===== src/gsvc_sqrt.sv =====
`default_nettype none
// ----------------------------------------------------------------------------
// gsvc_sqrt
// Restoring integer square root, one result bit per cycle.
// ----------------------------------------------------------------------------
module gsvc_sqrt (
    input  wire logic        i_clk,
    input  wire logic        i_rst_n,
    input  wire logic        i_start,
    input  wire logic [63:0] i_n,
    output logic             o_busy,
    output logic [31:0]      o_root
);
    logic [63:0] r_n, r_r, r_bit;
    logic [64:0] trial;
    logic r_busy;

    assign trial = {1'b0, r_r} + {1'b0, r_bit};

    always_ff @(posedge i_clk) begin
        if (!i_rst_n) begin
            r_busy <= 1'b0;
        end else if (i_start) begin
            r_busy <= 1'b1;
        end else if (r_busy && r_bit[1:0] != 2'b00) begin
            r_busy <= 1'b0;
        end
    end

    always_ff @(posedge i_clk) begin
        if (i_start) begin
            r_n   <= i_n;
            r_r   <= '0;
            r_bit <= 64'h4000_0000_0000_0000;
        end else if (r_busy) begin
            if ({1'b0, r_n} >= trial) begin
                r_n <= r_n - trial[63:0];
                r_r <= (r_r >> 1) + r_bit;
            end else begin
                r_r <= r_r >> 1;
            end
            r_bit <= r_bit >> 2;
        end
    end

    assign o_busy = r_busy;
    assign o_root = r_r[31:0];
endmodule
`default_nettype wire


===== config.mk =====
export PLATFORM = sky130hd
export DESIGN_NAME = gsvc_sqrt
export DESIGN_NICKNAME = d
export VERILOG_FILES = /design/src/gsvc_sqrt.sv
export SDC_FILE = /design/constraint.sdc
export NUM_CORES = 1
export LEC_CHECK = 0
export ABC_AREA = 1
export BUFFER_PORTS_ARGS = -buffer_cell sky130_fd_sc_hd__buf_2
export CAP_MARGIN = 20
export CORE_MARGIN = 2
export CORE_UTILIZATION = 40
export DETAILED_ROUTE_END_ITERATION = 10
export PLACE_DENSITY = 0.67
export SLEW_MARGIN = 20
export SYNTH_ARGS = -nofsm -noshare
export SYNTH_HDL_FRONTEND = slang
export SYNTH_SLANG_ARGS = --single-unit

===== constraint.sdc =====
create_clock -name i_clk -period 6.4 [get_ports i_clk]
set_input_delay 0.64 -clock i_clk [delete_from_list [all_inputs] [get_ports i_clk]]
set_output_delay 0.64 -clock i_clk [all_outputs]
set_load 0.02 [all_outputs]

* Yosys cells after proc, flatten, opt, wreduce, memory -nomap -nowiden
Cells that the tools add are included.
Cells by class: $add $sub $neg 3, $mul 0, div/mod/pow operators 0, $lt $le $gt $ge 1, equality and inequality tests 0, shift-type cells 0, muxes and demuxes 6, bitwise logic cells 0, reduce and logical (&&, ||, !) cells 5
Operators by type and width (number):
- 64-bit 2-to-1 mux | 4
- 64-bit by 63-bit adder with 65-bit output | 1
- 64-bit by 65-bit greater-or-equal comparator with 1-bit output | 1
- 63-bit by 63-bit adder with 64-bit output | 1
- 64-bit subtractor | 1
- 2-bit nonzero test | 3
- 1-bit 2-to-1 mux | 2
- 2-bit AND reduction | 1
- 1-bit logical AND | 1
Storage, ports and cells: register bits after elaboration 161, latch bits 0, memory bits (writable) 0, memory bits (read-only) 0, input port bits 67, word-level logic and storage cells 19, memories 0

* Depth between registers and ports, before layout
word-level depth 5, mapped depth 33, depth with buffers taken out 31

* Least setup slack after synthesis
No wires, ideal clock.
path kind register to register, start point register r_r[4], end point register r_n[0] (enable), setup time 424 ps, arrival time 5206 ps, data required time 5976 ps, slack 770 ps, cell stages (with the launch flop) 27, path buffers 2, period minus slack after synthesis 5630 ps, cells stage by stage dfxtp_1 ha_1 nand2_1 o21ai_0 nor2_1 o21ai_0 a21oi_1 inv_1 a21o_1 a21boi_0 o21ai_0 xor2_1 ha_1 nand2_1 nor2_1 inv_1 nor2_1 nand2_1 nor2_1 nand2_1 nand3_1 nand3_2 nand2_2 buf_6 buf_4 nand2_1 nand2_1
Between the ends: longest elaborated chain between the ends 4
RTL lines:
- start, declared | RTL line 14 | logic [63:0] r_n, r_r, r_bit;
- start signal, assigned | RTL line 38 | r_r <= (r_r >> 1) + r_bit;
- start signal, assigned | RTL line 40 | r_r <= r_r >> 1;
- 64-bit by 63-bit adder with 65-bit output | RTL line 18 | assign trial = {1'b0, r_r} + {1'b0, r_bit};
- 64-bit by 65-bit greater-or-equal comparator with 1-bit output | RTL line 36 | if ({1'b0, r_n} >= trial) begin
- 2-bit nonzero test (no source line)
- 2-bit AND reduction (no source line)
- end signal, assigned | RTL line 32 | r_n <= i_n;
- end signal, assigned | RTL line 37 | r_n <= r_n - trial[63:0];
- end, declared | RTL line 14
Every way passes these cells. A chain may end at the register's enable or synchronous reset.

* Final worst setup path
start point register r_r[4], end point register r_r[4]
Between the ends: longest elaborated chain between the ends 3, elaborated cells on any way between the ends 4, those cells by class 2 x add/sub; 1 x order compare; 1 x mux
RTL lines (RTL line):
- 64-bit by 63-bit adder with 65-bit output | 18
- 64-bit by 65-bit greater-or-equal comparator with 1-bit output | 36
- 64-bit 2-to-1 mux (*) | 36
Mark *: on every way between the ends. The rest lies on a longest branch, timed or not.

==> metrics.csv <==
stage,metric,value,unit
die,fp.dieH,218.6,µm
sta,drv_slew,0,
critical_path,required,6750,ps
finish,num-fill-cells,5020,
critical_path,r2r_slack,730,ps
finish,postLayoutCellArea,19860,µm²
hold_path,hold_path.class,in -> reg,
drt,via_per_inst,5.469,
drt,vias,20395,
sta,hold_slack,384.6,ps
yosys,synth_edf_count,64,
yosys,ys_seq_area_share,20.97,%
finish,final_cell_mix,"nand2_1, inv_1, nor2_1, nand3_1, a21oi_1",
place,dpl_cell_area,19260,µm²
yosys,ys_top_cells_by_area,"nand2_1, dfxtp_1, edfxtp_1",
sta,worstMarginPinSlew,1105,ps
cts,clkTransAtPathRegs,80,ps
die,row_count,78,
drt,postRouteWirelength,69500,µm
power,vdd_drop_max,248.6,µV
global_routing,grt_overflow,0,
finish,syn2layout_area_growth,7.769,%
global_routing,antenna_found_initial,0,
die,ios,100,
global_routing,grt_pass1_wl,107000,µm
sta,finalSetupViolations,0,
sta,rsz0062_at_grt,no,
yosys,ys_types,48,
drt,drcViolationCount,0,
critical_path,max_stage_delay,600,ps
cts,cts_max_path_buffers,2,
drt,drt-pass1-iter-count,6,
die,die_area,47790,µm²
cts,cts_root_buffer,clkbuf_16,
critical_path,cpMostUsedCell,nand2_1,
drt,drt.antenna.violating_nets,0,
yosys,ys_seq_elements,161,
cts,htree_num_levels,4,
place,hpwl,56450,µm
critical_path,critPathArrivalTime,6020,ps
critical_path,crit_fanout,64,
critical_path,cp_top_family,compound AO/OA/AOI/OAI gates,
critical_path,crit_type,reg -> reg,
critical_path,cp-start-kind,flip-flop,
cts,cts_setup_buffers,0,
place,port-buffer-count,99,
cts,cts_sinks,161,
yosys,synthArstFlopShare,0,%
global_routing,grt_pass1_vias,18548,
place,place_congestion,1.013,
cts,post_cts_resized,0,
yosys,synth_area,18420,µm²
status,status,completed,
yosys,synth_ff_type,dfxtp_1,
drt,wl_per_cell,18.64,µm
critical_path,critPathSlowestCell,buf_4,
yosys,synth_top_area_share,16.01,%
finish,final_common_cell,nand2_1,
global_routing,grt_max_degree,96,
power,power.density,348.8,nW/µm²
sta,fin_worst_skew,19.36,ps
global_routing,gr-usage-all-layers,29.08,%
cts,ctsHoldBuffers,0,
finish,fin_nets,3314,
cts,numCtsBuffers,17,
sta,final-hold-violation-count,0,
power,power,6926,µW
flow_run,cap_violations,0,
cts,cts_tree,done,
sta,setup_tns,0,ps
power,p_leak,0.008596,µW
sta,min_period,5666,ps
critical_path,worstSetupEndpointType,flip-flop,
yosys,netlist_instances,3086,
finish,drive_gt1_share,6.392,%
critical_path,worst-path-buf-inv,1,
die,initial_core_util,40.60,%
sta,finalCritPeriodShare,88.53,%
finish,num_antenna_cells,0,
sta,timing.fmax,176.5,MHz
yosys,yosys_warnings,0,
die,core,45380,µm²
yosys,yosys.area.top_type,nand2_1,
yosys,synth.avg_cell_area,5.970,µm²
yosys,syn-num-nets,3284,
cts,insertion_delay,520,ps
sta,max_slew_margin,26.33,%
die,die_w,218.6,µm
drt,drt_iter0_drc,2555,
[stage by stage]
step	setup slack, ps	cells	util [%]
finish	733.8	3729	43.75
global route	242.8	3729	43.75
CTS	912.4	3729	43.75
detailed placement	950.2	3697	42.45
global placement	1034	3697	42.45
floorplan	770.3	3086	-
[cell usage after synthesis (6+ instances only)]
| master | n |
|---|---|
| nand2_1 | 786 |
| inv_1 | 412 |
| nor2_1 | 380 |
| nand3_1 | 268 |
| a21oi_1 | 250 |
| o21ai_0 | 226 |
| ha_1 | 130 |
| dfxtp_1 | 97 |
| xor2_1 | 85 |
| edfxtp_1 | 64 |
| clkbuf_1 | 49 |
| xnor2_1 | 41 |
| nand4_1 | 40 |
| buf_4 | 36 |
| nor3_1 | 34 |
| or2_2 | 30 |
| o21bai_1 | 21 |
| a21o_1 | 17 |
| a31oi_1 | 11 |
| a21boi_0 | 10 |
| buf_2 | 10 |
| buf_1 | 9 |
| nand3b_1 | 9 |
| nor4_1 | 8 |
| o211ai_1 | 6 |
| o21a_1 | 6 |
| o22ai_1 | 6 |
[area by class of cell]
cell class                      count  area (µm²)  share of cell area, %
Inverter                          415        1558                  7.845
Timing Repair Buffer              118       653.1                  3.289
Sequential cell                   161        3867                  19.48
Tap cell                          600       750.7                  3.781
Clock inverter                     15       167.7                 0.8444
Clock buffer                       17       425.4                  2.143
Multi-Input combinational cell   2403       12430                  62.62
[where the power goes]
group	internal (µW)	switching (µW)	total, µW	leakage [µW]
Sequential	1380	239	1610	0.00144
Combinational	1370	2880	4250	0.00688
Clock	521	542	1060	0.000280
Total	3270	3660	6930	0.00860
[cell families after synthesis]
group / Yosys count / synth area share, %
adder cells (fa/ha/maj): 131 / 8.937
AO/OA/AOI/OAI: 581 / 17.15
XOR/XNOR: 126 / 5.990
buffers and inverters: 522 / 11.56
AND/OR/NAND/NOR: 1565 / 35.39
flip-flops: 161 / 20.97
[final timing paths]
kind / from / endpoint / depth (start not counted)
setup / recovery: r_r[4] / r_r[4] / 25
hold / removal: i_rst_n / o_busy / 2
setup reg to reg: r_r[4] / r_r[4] / 25
hold reg to reg: r_r[0] / r_r[0] / 2
[sequential cells by signal, summed over array words and instances (netlist names)]
register  count
r_r          64
r_n          64
r_bit        32
o_busy        1
[routing by layer]
metal  share of wire, %  global-route usage, %  up-vias  wire (µm)
met3                7.9                  5.498      118       5462
met5                  0                      0        -          0
met2                 44                  45.79      827      30860
li1                   -                      -    10168          -
met4                2.9                  9.546        0       2047
met1                 45                  39.77     9282      31130
(Power assumes the default switching activity.)
